`config.mk`:
```
export PLATFORM = sky130hd
export DESIGN_NAME = floppy_controller_registers_flat
export DESIGN_NICKNAME = d
export VERILOG_FILES = /design/src/rtl/fdc_pkg.sv /design/src/rtl/fdc_if.sv /design/src/rtl/fdc_buf.sv /design/src/rtl/fdc_regs.sv /design/src/rtl/floppy_controller_registers.sv /design/src/flat_wrapper.sv
export VERILOG_INCLUDE_DIRS = /design/src /design/src/rtl
export SDC_FILE = /design/constraint.sdc
export NUM_CORES = 2
export LEC_CHECK = 0
export ABC_CLOCK_PERIOD_IN_PS = 6600
export BUFFER_PORTS_ARGS = -buffer_cell sky130_fd_sc_hd__buf_2
export CORE_MARGIN = 4
export CORE_UTILIZATION = 41
export DETAILED_ROUTE_END_ITERATION = 6
export MAX_ROUTING_LAYER = met4
export SLEW_MARGIN = 10
export SYNTH_ARGS = -nofsm -noshare
export SYNTH_HDL_FRONTEND = slang
export SYNTH_SLANG_ARGS = --single-unit
```
`constraint.sdc`:
```
create_clock -name clk -period 6.6 [get_ports clk]
set_input_delay 1.32 -clock clk [delete_from_list [all_inputs] [get_ports clk]]
set_output_delay 1.32 -clock clk [all_outputs]
set_load 0.02 [all_outputs]
```
`src/rtl/floppy_controller_registers_defines.svh`:
```
// assertion macros used by the floppy controller rtl
`ifndef FLOPPY_CONTROLLER_REGISTERS_DEFINES_SVH
`define FLOPPY_CONTROLLER_REGISTERS_DEFINES_SVH

// same-cycle implication, checked out of reset
`define FCR_ASSERT_NOW(lbl, ck, rn, ante, cons) \
  lbl: assert property (@(posedge ck) disable iff (!rn) (ante) |-> (cons)) \
    else $error("fcr same-cycle check failed");

// next-cycle implication, checked out of reset
`define FCR_ASSERT_NEXT(lbl, ck, rn, ante, cons) \
  lbl: assert property (@(posedge ck) disable iff (!rn) (ante) |=> (cons)) \
    else $error("fcr next-cycle check failed");

`endif

```
`src/rtl/fdc_pkg.sv`:
```
package fdc_pkg;

  localparam int SECTOR_BYTES_DEF = 256;
  localparam int DRIVE_COUNT      = 4;
  localparam logic [4:0] DRIVE_LIMIT = 5'(DRIVE_COUNT);

  // transaction kinds
  localparam logic [1:0] CMD_BUS_RD = 2'd0;
  localparam logic [1:0] CMD_BUS_WR = 2'd1;
  localparam logic [1:0] CMD_FILL   = 2'd2;
  localparam logic [1:0] CMD_DRAIN  = 2'd3;

  // register select
  localparam logic [2:0] REG_CMD    = 3'd0;
  localparam logic [2:0] REG_TRACK  = 3'd1;
  localparam logic [2:0] REG_SECTOR = 3'd2;
  localparam logic [2:0] REG_DATA   = 3'd3;
  localparam logic [2:0] REG_DRIVE  = 3'd4;

  // controller command high nibbles
  localparam logic [3:0] OP_RESTORE = 4'h0;
  localparam logic [3:0] OP_SEEK    = 4'h1;
  localparam logic [3:0] OP_READ    = 4'h8;
  localparam logic [3:0] OP_WRITE   = 4'hA;
  localparam logic [7:0] CMD_READ_NO_WAIT = 8'h8C;

  localparam logic [7:0] STATUS_IDLE     = 8'h00;
  localparam logic [7:0] STATUS_BUSY_DRQ = 8'h03;
  localparam logic [7:0] STATUS_BUSY_MASK = 8'hFE;

  // store requests
  localparam logic [1:0] REQ_NONE  = 2'd0;
  localparam logic [1:0] REQ_FETCH = 2'd1;
  localparam logic [1:0] REQ_STORE = 2'd2;

  // configuration register indexes and reset values
  localparam logic CFG_SPT   = 1'b0;
  localparam logic CFG_POLLS = 1'b1;
  localparam logic [7:0] SPT_RESET   = 8'd36;
  localparam logic [7:0] POLLS_RESET = 8'd10;

  typedef struct packed {
    logic [1:0] command;
    logic [2:0] reg_select;
    logic [7:0] data_in;
    logic [7:0] buffer_offset;
  } in_item_t;

  // what an accepted transaction leaves for the result stage
  typedef struct packed {
    logic        from_mem;
    logic [7:0]  read_data;
    logic        claimed;
    logic [1:0]  store_request;
    logic [1:0]  request_drive;
    logic [15:0] request_sector;
  } stage_info_t;

endpackage

```
`src/rtl/fdc_if.sv`:
```
interface fdc_in_if;
  logic       valid;
  logic       ready;
  logic [1:0] command;
  logic [2:0] reg_select;
  logic [7:0] data_in;
  logic [7:0] buffer_offset;

  modport source (output valid, command, reg_select, data_in, buffer_offset,
                  input ready);
  modport sink (input valid, command, reg_select, data_in, buffer_offset,
                output ready);
endinterface

interface fdc_out_if;
  logic        valid;
  logic        ready;
  logic [7:0]  read_data;
  logic        claimed;
  logic [1:0]  store_request;
  logic [1:0]  request_drive;
  logic [15:0] request_sector;

  modport source (output valid, read_data, claimed, store_request, request_drive,
                  request_sector, input ready);
  modport sink (input valid, read_data, claimed, store_request, request_drive,
                request_sector, output ready);
endinterface

```
`src/rtl/fdc_buf.sv`:
```
module fdc_buf #(
  parameter int SECTOR_BYTES = fdc_pkg::SECTOR_BYTES_DEF,
  localparam int AW = $clog2(SECTOR_BYTES)
) (
  input  logic          clk,
  input  logic          en,
  input  logic          we,
  input  logic [AW-1:0] addr,
  input  logic [7:0]    wdata,
  output logic [7:0]    rdata
);

  logic [7:0] mem_r [SECTOR_BYTES];
  logic [7:0] rdata_r;

  // single port, read data registered and held until the next read
  always_ff @(posedge clk) begin
    if (en) begin
      if (we) begin
        mem_r[addr] <= wdata;
      end else begin
        rdata_r <= mem_r[addr];
      end
    end
  end

  assign rdata = rdata_r;

endmodule

```
`src/rtl/fdc_regs.sv`:
```
module fdc_regs #(
  parameter int SECTOR_BYTES = fdc_pkg::SECTOR_BYTES_DEF,
  localparam int AW = $clog2(SECTOR_BYTES),
  localparam int OFF_W = ((AW > 8) ? AW : 8) + 1
) (
  input  logic                 clk,
  input  logic                 rst_n,
  input  logic                 cfg_we,
  input  logic                 cfg_index,
  input  logic [7:0]           cfg_data,
  input  logic                 accept,
  input  fdc_pkg::in_item_t    item,
  output logic                 mem_en,
  output logic                 mem_we,
  output logic [AW-1:0]        mem_addr,
  output logic [7:0]           mem_wdata,
  output fdc_pkg::stage_info_t info
);

  logic [7:0]    spt_r, polls_r;
  logic [7:0]    status_r, status_nxt;
  logic [7:0]    track_r, track_nxt;
  logic [7:0]    sector_r, sector_nxt;
  logic [7:0]    data_r, data_nxt;
  logic [3:0]    drv_latch_r, drv_latch_nxt;
  logic [3:0]    drv_active_r, drv_active_nxt;
  logic [AW-1:0] count_r, count_nxt;
  logic [7:0]    busy_r, busy_nxt;

  logic          count_wrap;
  logic [AW-1:0] count_inc;
  logic [15:0]   lin_sector;
  logic [OFF_W-1:0] off_ext;
  logic [AW-1:0] off_mod;
  logic          drv_ok, drv_latch_ok;

  assign count_wrap = (count_r == AW'(SECTOR_BYTES - 1));
  assign count_inc  = count_wrap ? '0 : count_r + AW'(1);
  assign lin_sector = 16'(track_r) * 16'(spt_r) + 16'(sector_r) - 16'd1;
  assign drv_ok       = ({1'b0, drv_active_r} < fdc_pkg::DRIVE_LIMIT);
  assign drv_latch_ok = ({1'b0, drv_latch_r} < fdc_pkg::DRIVE_LIMIT);

  // offset below twice the buffer size, one compare and subtract
  always_comb begin
    off_ext = OFF_W'(item.buffer_offset);
    if (off_ext >= OFF_W'(SECTOR_BYTES)) begin
      off_ext = off_ext - OFF_W'(SECTOR_BYTES);
    end
    off_mod = AW'(off_ext);
  end

  always_comb begin
    status_nxt     = status_r;
    track_nxt      = track_r;
    sector_nxt     = sector_r;
    data_nxt       = data_r;
    drv_latch_nxt  = drv_latch_r;
    drv_active_nxt = drv_active_r;
    count_nxt      = count_r;
    busy_nxt       = busy_r;
    mem_en         = 1'b0;
    mem_we         = 1'b0;
    mem_addr       = count_r;
    mem_wdata      = item.data_in;
    info           = '0;

    unique case (item.command)
      fdc_pkg::CMD_BUS_RD: begin
        case (item.reg_select)
          fdc_pkg::REG_CMD: begin
            info.claimed = 1'b1;
            if (busy_r == 8'd0) begin
              info.read_data = status_r;
            end else begin
              busy_nxt       = busy_r - 8'd1;
              info.read_data = status_r & fdc_pkg::STATUS_BUSY_MASK;
            end
          end
          fdc_pkg::REG_TRACK: begin
            info.claimed   = 1'b1;
            info.read_data = track_r;
          end
          fdc_pkg::REG_DATA: begin
            info.claimed  = 1'b1;
            info.from_mem = 1'b1;
            mem_en        = 1'b1;
            count_nxt     = count_inc;
            if (count_wrap) begin
              status_nxt = fdc_pkg::STATUS_IDLE;
            end
          end
          default: begin
          end
        endcase
      end
      fdc_pkg::CMD_BUS_WR: begin
        case (item.reg_select)
          fdc_pkg::REG_CMD: begin
            case (item.data_in[7:4])
              fdc_pkg::OP_RESTORE: begin
                info.claimed = 1'b1;
                track_nxt    = 8'd0;
                status_nxt   = fdc_pkg::STATUS_IDLE;
              end
              fdc_pkg::OP_SEEK: begin
                info.claimed = 1'b1;
                track_nxt    = data_r;
                status_nxt   = fdc_pkg::STATUS_IDLE;
              end
              fdc_pkg::OP_READ: begin
                info.claimed   = 1'b1;
                busy_nxt       = (item.data_in == fdc_pkg::CMD_READ_NO_WAIT) ? 8'd0 : polls_r;
                status_nxt     = fdc_pkg::STATUS_BUSY_DRQ;
                count_nxt      = '0;
                drv_active_nxt = drv_latch_r;
                if (drv_latch_ok) begin
                  info.store_request  = fdc_pkg::REQ_FETCH;
                  info.request_drive  = drv_latch_r[1:0];
                  info.request_sector = lin_sector;
                end
              end
              fdc_pkg::OP_WRITE: begin
                info.claimed   = 1'b1;
                status_nxt     = fdc_pkg::STATUS_BUSY_DRQ;
                count_nxt      = '0;
                drv_active_nxt = drv_latch_r;
              end
              default: begin
              end
            endcase
          end
          fdc_pkg::REG_TRACK: begin
            info.claimed = 1'b1;
            track_nxt    = item.data_in;
          end
          fdc_pkg::REG_SECTOR: begin
            info.claimed = 1'b1;
            sector_nxt   = item.data_in;
          end
          fdc_pkg::REG_DATA: begin
            info.claimed = 1'b1;
            data_nxt     = item.data_in;
            mem_en       = 1'b1;
            mem_we       = 1'b1;
            count_nxt    = count_inc;
            if (count_wrap) begin
              status_nxt = fdc_pkg::STATUS_IDLE;
              if (drv_ok) begin
                info.store_request  = fdc_pkg::REQ_STORE;
                info.request_drive  = drv_active_r[1:0];
                info.request_sector = lin_sector;
              end
            end
          end
          fdc_pkg::REG_DRIVE: begin
            info.claimed  = 1'b1;
            drv_latch_nxt = item.data_in[3:0];
          end
          default: begin
          end
        endcase
      end
      fdc_pkg::CMD_FILL: begin
        mem_en   = 1'b1;
        mem_we   = 1'b1;
        mem_addr = off_mod;
      end
      fdc_pkg::CMD_DRAIN: begin
        mem_en        = 1'b1;
        mem_addr      = off_mod;
        info.from_mem = 1'b1;
      end
      default: begin
      end
    endcase

    if (!accept) begin
      mem_en = 1'b0;
    end
  end

  always_ff @(posedge clk) begin
    if (!rst_n) begin
      spt_r        <= fdc_pkg::SPT_RESET;
      polls_r      <= fdc_pkg::POLLS_RESET;
      status_r     <= '0;
      track_r      <= '0;
      sector_r     <= '0;
      data_r       <= '0;
      drv_latch_r  <= '0;
      drv_active_r <= '0;
      count_r      <= '0;
      busy_r       <= '0;
    end else begin
      if (cfg_we) begin
        unique case (cfg_index)
          fdc_pkg::CFG_SPT:   spt_r   <= cfg_data;
          fdc_pkg::CFG_POLLS: polls_r <= cfg_data;
          default: begin
          end
        endcase
      end
      if (accept) begin
        status_r     <= status_nxt;
        track_r      <= track_nxt;
        sector_r     <= sector_nxt;
        data_r       <= data_nxt;
        drv_latch_r  <= drv_latch_nxt;
        drv_active_r <= drv_active_nxt;
        count_r      <= count_nxt;
        busy_r       <= busy_nxt;
      end
    end
  end

endmodule

```
`src/rtl/floppy_controller_registers.sv`:
```
// a result is registered in stage one, then in the output register where it
//   goes valid; stage one holds while the output is full and not taken
// throughput: one transaction per cycle while not stalled; the sector buffer
//   is single-port, used at most once per transaction, with registered reads
// reset (synchronous, rst_n low) clears the pipeline and resets all registers;
//   sector buffer contents stay undefined until written, no clearing pass
`include "floppy_controller_registers_defines.svh"

module floppy_controller_registers #(
  parameter int SECTOR_BYTES = fdc_pkg::SECTOR_BYTES_DEF,
  localparam int AW = $clog2(SECTOR_BYTES)
) (
  input  logic       clk,
  input  logic       rst_n,
  input  logic       cfg_we,
  input  logic       cfg_index,
  input  logic [7:0] cfg_data,
  fdc_in_if.sink     in_chan,
  fdc_out_if.source  out_chan
);

  fdc_pkg::in_item_t    item;
  fdc_pkg::stage_info_t info, s1_info_r;
  logic                 s1_valid_r;
  logic                 out_valid_r;
  logic [7:0]           out_data_r;
  logic                 out_claimed_r;
  logic [1:0]           out_req_r;
  logic [1:0]           out_drive_r;
  logic [15:0]          out_sector_r;
  logic                 accept, s1_adv;
  logic                 mem_en, mem_we;
  logic [AW-1:0]        mem_addr;
  logic [7:0]           mem_wdata, mem_rdata;

  assign item.command       = in_chan.command;
  assign item.reg_select    = in_chan.reg_select;
  assign item.data_in       = in_chan.data_in;
  assign item.buffer_offset = in_chan.buffer_offset;

  // stage one moves into the output register when that is empty or taken
  assign s1_adv        = s1_valid_r && (!out_valid_r || out_chan.ready);
  assign in_chan.ready = !s1_valid_r || s1_adv;
  assign accept        = in_chan.valid && in_chan.ready;

  fdc_regs #(.SECTOR_BYTES(SECTOR_BYTES)) u_regs (
    .clk       (clk),
    .rst_n     (rst_n),
    .cfg_we    (cfg_we),
    .cfg_index (cfg_index),
    .cfg_data  (cfg_data),
    .accept    (accept),
    .item      (item),
    .mem_en    (mem_en),
    .mem_we    (mem_we),
    .mem_addr  (mem_addr),
    .mem_wdata (mem_wdata),
    .info      (info)
  );

  fdc_buf #(.SECTOR_BYTES(SECTOR_BYTES)) u_buf (
    .clk   (clk),
    .en    (mem_en),
    .we    (mem_we),
    .addr  (mem_addr),
    .wdata (mem_wdata),
    .rdata (mem_rdata)
  );

  always_ff @(posedge clk) begin
    if (!rst_n) begin
      s1_valid_r  <= 1'b0;
      out_valid_r <= 1'b0;
    end else begin
      if (accept) begin
        s1_valid_r <= 1'b1;
      end else if (s1_adv) begin
        s1_valid_r <= 1'b0;
      end
      if (s1_adv) begin
        out_valid_r <= 1'b1;
      end else if (out_chan.ready) begin
        out_valid_r <= 1'b0;
      end
    end
  end

  always_ff @(posedge clk) begin
    if (accept) begin
      s1_info_r <= info;
    end
    if (s1_adv) begin
      out_data_r    <= s1_info_r.from_mem ? mem_rdata : s1_info_r.read_data;
      out_claimed_r <= s1_info_r.claimed;
      out_req_r     <= s1_info_r.store_request;
      out_drive_r   <= s1_info_r.request_drive;
      out_sector_r  <= s1_info_r.request_sector;
    end
  end

  assign out_chan.valid          = out_valid_r;
  assign out_chan.read_data      = out_data_r;
  assign out_chan.claimed        = out_claimed_r;
  assign out_chan.store_request  = out_req_r;
  assign out_chan.request_drive  = out_drive_r;
  assign out_chan.request_sector = out_sector_r;

  `FCR_ASSERT_NEXT(a_accept_fills_s1, clk, rst_n, accept, s1_valid_r)
  `FCR_ASSERT_NOW(a_stall_only_when_full, clk, rst_n, !in_chan.ready,
                  s1_valid_r && out_valid_r && !out_chan.ready)
  `FCR_ASSERT_NOW(a_request_is_claimed, clk, rst_n,
                  out_valid_r && (out_req_r != fdc_pkg::REQ_NONE), out_claimed_r)
  `FCR_ASSERT_NEXT(a_s1_reaches_out, clk, rst_n, s1_adv, out_valid_r)

endmodule

```
`src/flat_wrapper.sv`:
```
// flat-port wrapper written by rule: the top's interface ports become plain ports
module floppy_controller_registers_flat 
#(
  parameter int SECTOR_BYTES = fdc_pkg::SECTOR_BYTES_DEF,
  localparam int AW = $clog2(SECTOR_BYTES)
)
  (clk, rst_n, cfg_we, cfg_index, cfg_data, in_chan_valid, in_chan_command, in_chan_reg_select, in_chan_data_in, in_chan_buffer_offset, in_chan_ready, out_chan_valid, out_chan_read_data, out_chan_claimed, out_chan_store_request, out_chan_request_drive, out_chan_request_sector, out_chan_ready);
  fdc_in_if in_chan_i ();
  fdc_out_if out_chan_i ();
  input  logic clk;
  input  logic rst_n;
  input  logic cfg_we;
  input  logic cfg_index;
  input  logic [7:0] cfg_data;
  input wire logic [$bits(in_chan_i.valid)-1:0] in_chan_valid;
  input wire logic [$bits(in_chan_i.command)-1:0] in_chan_command;
  input wire logic [$bits(in_chan_i.reg_select)-1:0] in_chan_reg_select;
  input wire logic [$bits(in_chan_i.data_in)-1:0] in_chan_data_in;
  input wire logic [$bits(in_chan_i.buffer_offset)-1:0] in_chan_buffer_offset;
  output wire logic [$bits(in_chan_i.ready)-1:0] in_chan_ready;
  output wire logic [$bits(out_chan_i.valid)-1:0] out_chan_valid;
  output wire logic [$bits(out_chan_i.read_data)-1:0] out_chan_read_data;
  output wire logic [$bits(out_chan_i.claimed)-1:0] out_chan_claimed;
  output wire logic [$bits(out_chan_i.store_request)-1:0] out_chan_store_request;
  output wire logic [$bits(out_chan_i.request_drive)-1:0] out_chan_request_drive;
  output wire logic [$bits(out_chan_i.request_sector)-1:0] out_chan_request_sector;
  input wire logic [$bits(out_chan_i.ready)-1:0] out_chan_ready;
  assign in_chan_i.valid = in_chan_valid;
  assign in_chan_i.command = in_chan_command;
  assign in_chan_i.reg_select = in_chan_reg_select;
  assign in_chan_i.data_in = in_chan_data_in;
  assign in_chan_i.buffer_offset = in_chan_buffer_offset;
  assign in_chan_ready = in_chan_i.ready;
  assign out_chan_valid = out_chan_i.valid;
  assign out_chan_read_data = out_chan_i.read_data;
  assign out_chan_claimed = out_chan_i.claimed;
  assign out_chan_store_request = out_chan_i.store_request;
  assign out_chan_request_drive = out_chan_i.request_drive;
  assign out_chan_request_sector = out_chan_i.request_sector;
  assign out_chan_i.ready = out_chan_ready;
  floppy_controller_registers #(.SECTOR_BYTES(SECTOR_BYTES)) u_core (.clk(clk), .rst_n(rst_n), .cfg_we(cfg_we), .cfg_index(cfg_index), .cfg_data(cfg_data), .in_chan(in_chan_i), .out_chan(out_chan_i));
endmodule
```
### Word level (Yosys, flattened, before mapping)

Memory sizes are Yosys's and may differ from the RTL's. A register that Yosys moved wholly into a read port is not among the register bits.
Index checks and enable logic that the tools add are counted.
Widths: inputs -> output; s select.

* word-level logic and storage cells: 129
* memory bits (writable): 2048
* input bits: 35
* memories kept: 1
* flip-flop bits (word level): 133
* output and inout bits: 31

* add/subtract/negate cells: 4
* muxes and demuxes: 43
* reductions and logical operators: 32
* $lt $le $gt $ge: 2
* multipliers: 1
* bitwise gates (word level): 2
* equal/unequal tests: 21

Memory list
* u_core.u_buf.mem_r: depth 256, bits a word 8, read ports 1, clocked after Yosys merged registers in 1, write ports 1, line fdc_buf.sv:13 `logic [7:0] mem_r [SECTOR_BYTES];`

Operators by type and width (count)
* $pmux 8 s2: 9
* $mux 8: 12
* $mux 20: 3
* $pmux 20 s2: 1
* $mux 19: 1
* $add 16x8->16: 1
* $eq 8x8->1 const B: 2
* $mul 8x8->16: 1
* $sub 16x1->16 const B: 1
* $mux 1: 12
* $pmux 1 s2: 5
* $reduce_and 5->1: 2
* $reduce_and 3->1: 3
* $add 8x1->8 const B: 1
* $eq 4x4->1 const B: 2
* $logic_not 8->1: 1
* $lt 4x3->1 const B: 2
* $ne 2x1->1 const B: 4
* $reduce_and 4->1: 2
* $reduce_bool 2->1: 4
* $reduce_or 2->1: 4
* $reduce_or 4->1: 2
* $sub 8x1->8 const B: 1
* $eq 3x2->1 const B: 2
* other kinds (19): 27

### Depth between registers and ports, before layout

* word-level depth: 8
* depth in mapped cells: 19
* depth with buffers taken out: 18

### Hierarchy

A second synthesis with hierarchy kept.

* cell total of the unflattened synthesis: 4343
* area, all modules: 86691.9 um2

By module, submodules not included
* fdc_buf: instances 1, cells an instance 3526, area an instance 78376.4 um2
* fdc_regs: instances 1, cells an instance 740, area an instance 6328.6 um2
* floppy_controller_registers: instances 1, cells an instance 77, area an instance 1986.9 um2

### Worst setup path after synthesis

No wires, ideal clock.

* path type: flip-flop to flip-flop
* start point: register u_core.u_regs.track_r[6]
* end point: register u_core.s1_info_r[14] in the netlist's numbering, data pin
* required time: 6.334 ns
* stages on the path, launching flop included: 19
* setup slack: 1.657 ns
* clock period less this slack: 4.943 ns
* arrival time: 4.677 ns
* library setup time: 0.266 ns
* cell sequence: dfxtp_1 -> clkbuf_1 -> nand2_1 -> fa_1 -> inv_1 -> fa_1 -> fa_1 -> fa_1 -> inv_1 -> fa_1 -> inv_1 -> ha_1 -> a21o_1 -> a31oi_1 -> o21ai_0 -> o41ai_1 -> o21ai_0 -> xnor2_1 -> nor2_1

* cells in the longest elaborated chain, start to end: 6
* elaborated cells between the ends (all ways): 8
* classes of those cells: add/sub: 2; mul: 1; mux: 5

Ends and longest elaborated chain
* from (decl): line fdc_regs.sv:22 `logic [7:0] track_r, track_nxt;`
* from (signal assigned): line fdc_regs.sv:205 `track_r <= track_nxt;`
* $mul 8x8->16 *: line fdc_regs.sv:39 `assign lin_sector = 16'(track_r) * 16'(spt_r) + 16'(sector_r) - 16'd1;`
* $add 16x8->16 *: line fdc_regs.sv:39
* $sub 16x1->16 *: line fdc_regs.sv:39
* $mux 20 / $mux 19 (equally long branches): line fdc_regs.sv:148, fdc_regs.sv:116
* $mux 20 (on tied branches): line fdc_regs.sv:146, fdc_regs.sv:99
* $pmux 20 s2 *: line fdc_regs.sv:97 `case (item.reg_select)`
* to (signal assigned): line floppy_controller_registers.sv:90 `s1_info_r <= info;`
* to (decl): line floppy_controller_registers.sv:23 `fdc_pkg::stage_info_t info, s1_info_r;`

Mark *: on every way between the ends. The rest lies on a longest branch, timed or not.
A chain may end at the register's enable or synchronous reset.

### Worst setup path in the final report

Ends and elaborated chain as after synthesis.

==> metrics <==
run status=completed; nets=5146; delay-heaviest family, CP=adder cells; Worst Max-Slew Pin Slew=1226 ps; Root Driver=clkbuf_16; cts hold-fix bufs=0; critical path data arrival time=5990 ps; Post-CTS Setup Bufs=0; first-pass GRT wire length=331000 um; Resize count post-CTS=0; initial core utilization=41.36%; critical path type=reg2reg; Die H=460.3 um; Top FF cell, synth=edfxtp_1; CP bufs+invs=3; Setup-failing EPs final=0; clk sinks=2189; vias per cell=6.124; Critical Path Most Common Cell=fa_1; initial antenna violation count=10; CP max FO=10; FF+latch count, synth=2189; die area=211800 sq um; Yosys cell types=62; routability cong.=0.8849; Hold Vio Cnt, Final=0; Final min period=5420 ps; sw frac=22.01%; Psw=6.397 mW; Biggest register=u_core.u_buf.mem_r; register share of total power=52.6%; worst min-delay path class=reg2reg; warnings from Yosys=0; CTS Buf Count=211; Seq/Total Area, Yosys=77.50%; CTS H-Tree Depth=4; FILL cells=16990; slowest CP cell=dfxtp_1; Largest register FFs=2048; Core Area=202700 sq um; setup tns final=0 ps; Post-synth EDFFs=2115; CP cell instances=nand2_1 -> fa_1 -> inv_1 -> fa_1 -> fa_1 -> fa_1 -> inv_1 -> fa_1 -> inv_1 -> ha_1 -> a21o_1 -> a31oi_1 -> o21ai_0 -> o41ai_1 -> o21ai_0 -> xnor2_1 -> nor2_1; Max Cap Violations=0; Bufs on Longest Clock Path=3; via count=48200; Clock Skew=48.59 ps; syn avg cell area=17.11 sq um; Internal=22.67 mW; CP Capture Type=flip-flop; clk_lat worst skew=860 ps; # DRC=0; Post-DRT Antenna Nets=0; RSZ-0062 raised after global routing=no; most common library cell in the layout ignoring fill and taps=edfxtp_1; clock share of power=41.9%; mapped cell area=83860 sq um; Critical Path Start Type=flip-flop; FF-to-FF setup slack=1180 ps; number of global-route vias before repair=46900; final wirelength=228600 um; Worst EP required=7170 ps; Syn Inst Count=4901; Ports=66; Pins Over Slew Limit=0; most frequent cells in the layout=2115 x edfxtp_1, 512 x a22o_1, 512 x a221oi_1; area of the multi-input gates=17070 sq um; FMAX=0.1845 GHz; largest net degree at the start of global routing=154; std cell rows=165; Rel. slew slack=18.10%; DRT Pass-1 Iters=6; Register Area=64990 sq um; layout overhead on the synthesized area=13.07%; Worst VDD drop=0.0002351 V; Mapped Nets=5038; Tot GR Track Use=21.78%; DIE WIDTH=460.3 um; Logic pwr share=5.5%; DP Wirelength=137300 um; Critical Path Max Stage Delay=570 ps; Post-Place Setup Slack=556.7 ps; CTS tree=done; 1st-iter DRT viols=6043; port buffer count=65; DR WL/cell=29.04 um; CTS clk-pin slew, worst paths=60 ps; final worst slack=1180 ps; period utilization=82.13%; Pwr Density=306.6 nW/um^2; Pleak=30.35 nW; grt total ovfl=0; post-synthesis async set-or-reset flop share=0%; share of cells above drive strength 1=11.10%
cell families after synthesis:
logic type / share of synthesized area (%)
adder cells (fa/ha/maj): 1.943
multiplexers: 0.4775
AND/OR/NAND/NOR: 3.779
AO/OA/AOI/OAI: 13.87
flip-flops: 77.50
XOR/XNOR: 0.1984
buffers and inverters: 2.231
through the flow:
step / power, mW / util (%) / std cells / instance area, sq um / hold WS, ps
floorplan: 16.39 / - / 4901 / 83860 / 400.3
global placement: 17.14 / 43.30 / 7468 / 87770 / 406.4
detailed placement: 17.16 / 43.30 / 7468 / 87770 / 404.5
CTS: 29.21 / 46.75 / 7861 / 94780 / 419.2
global route: 29.92 / 46.76 / 7867 / 94800 / 427.6
finish: 29.07 / 46.77 / 7871 / 94810 / 417.5
metal layers:
layer / vias to the layer above / track usage [%] / share of wire [%]
li1: 20540 / - / -
met2: 2379 / 32.64 / 46
met4: 0 / 6.796 / 3.2
met1: 24870 / 30.24 / 42
met3: 415 / 4.244 / 9.0
met5: - / - / 0
final cells by class:
cell class,count,share of cell area (%)
clock inverters,123,1.416
diodes,10,0.02639
multi-input cells,2287,18.01
well taps,2672,3.526
repair buffers,247,2.212
flip-flops and latches,2189,68.55
inverters,73,0.2890
clock buffers,270,5.979
cell usage after synthesis (10+ instances only):
cell | count | area share [%]
nor4_1 | 66 | 0.49
nand3b_1 | 11 | 0.098
a22oi_1 | 13 | 0.12
a21boi_0 | 16 | 0.14
o21ai_0 | 27 | 0.16
and3_1 | 14 | 0.10
a22o_1 | 512 | 5.3
fa_1 | 47 | 1.1
mux2i_1 | 31 | 0.37
buf_1 | 13 | 0.058
inv_1 | 73 | 0.33
nor3_1 | 11 | 0.066
a221oi_1 | 512 | 5.3
a21oi_1 | 40 | 0.24
nor2b_1 | 35 | 0.26
nand2_1 | 161 | 0.72
and2_1 | 43 | 0.32
o22ai_1 | 256 | 1.9
ha_1 | 55 | 0.82
nor2_1 | 304 | 1.4
edfxtp_1 | 2115 | 76
buf_2 | 162 | 0.97
nand3_1 | 18 | 0.11
dfxtp_1 | 74 | 1.8
clkbuf_1 | 164 | 0.73
xnor2_1 | 10 | 0.10
power by group through the flow:
| stage | sequential, mW | clock (mW) | combinational [mW] |
|---|---|---|---|
| floorplan | 15.6 | 0 | 0.813 |
| global placement | 15.6 | 0 | 1.56 |
| detailed placement | 15.6 | 0 | 1.57 |
| CTS | 15.3 | 12.3 | 1.58 |
| global route | 15.3 | 13.0 | 1.68 |
| finish | 15.3 | 12.2 | 1.59 |
worst paths after layout:
| kind | startpoint | to | cells past startpoint |
|---|---|---|---|
| worst max-delay path | u_core.u_regs.track_r[6] | u_core.s1_info_r[14] | 17 |
| worst min-delay path | u_core.s1_info_r[17] | u_core.out_chan.request_drive[1] | 0 |
| worst max register to register | u_core.u_regs.track_r[6] | u_core.s1_info_r[14] | 17 |
| worst min register to register | u_core.s1_info_r[17] | u_core.out_chan.request_drive[1] | 0 |
(Power assumes the default switching activity.)
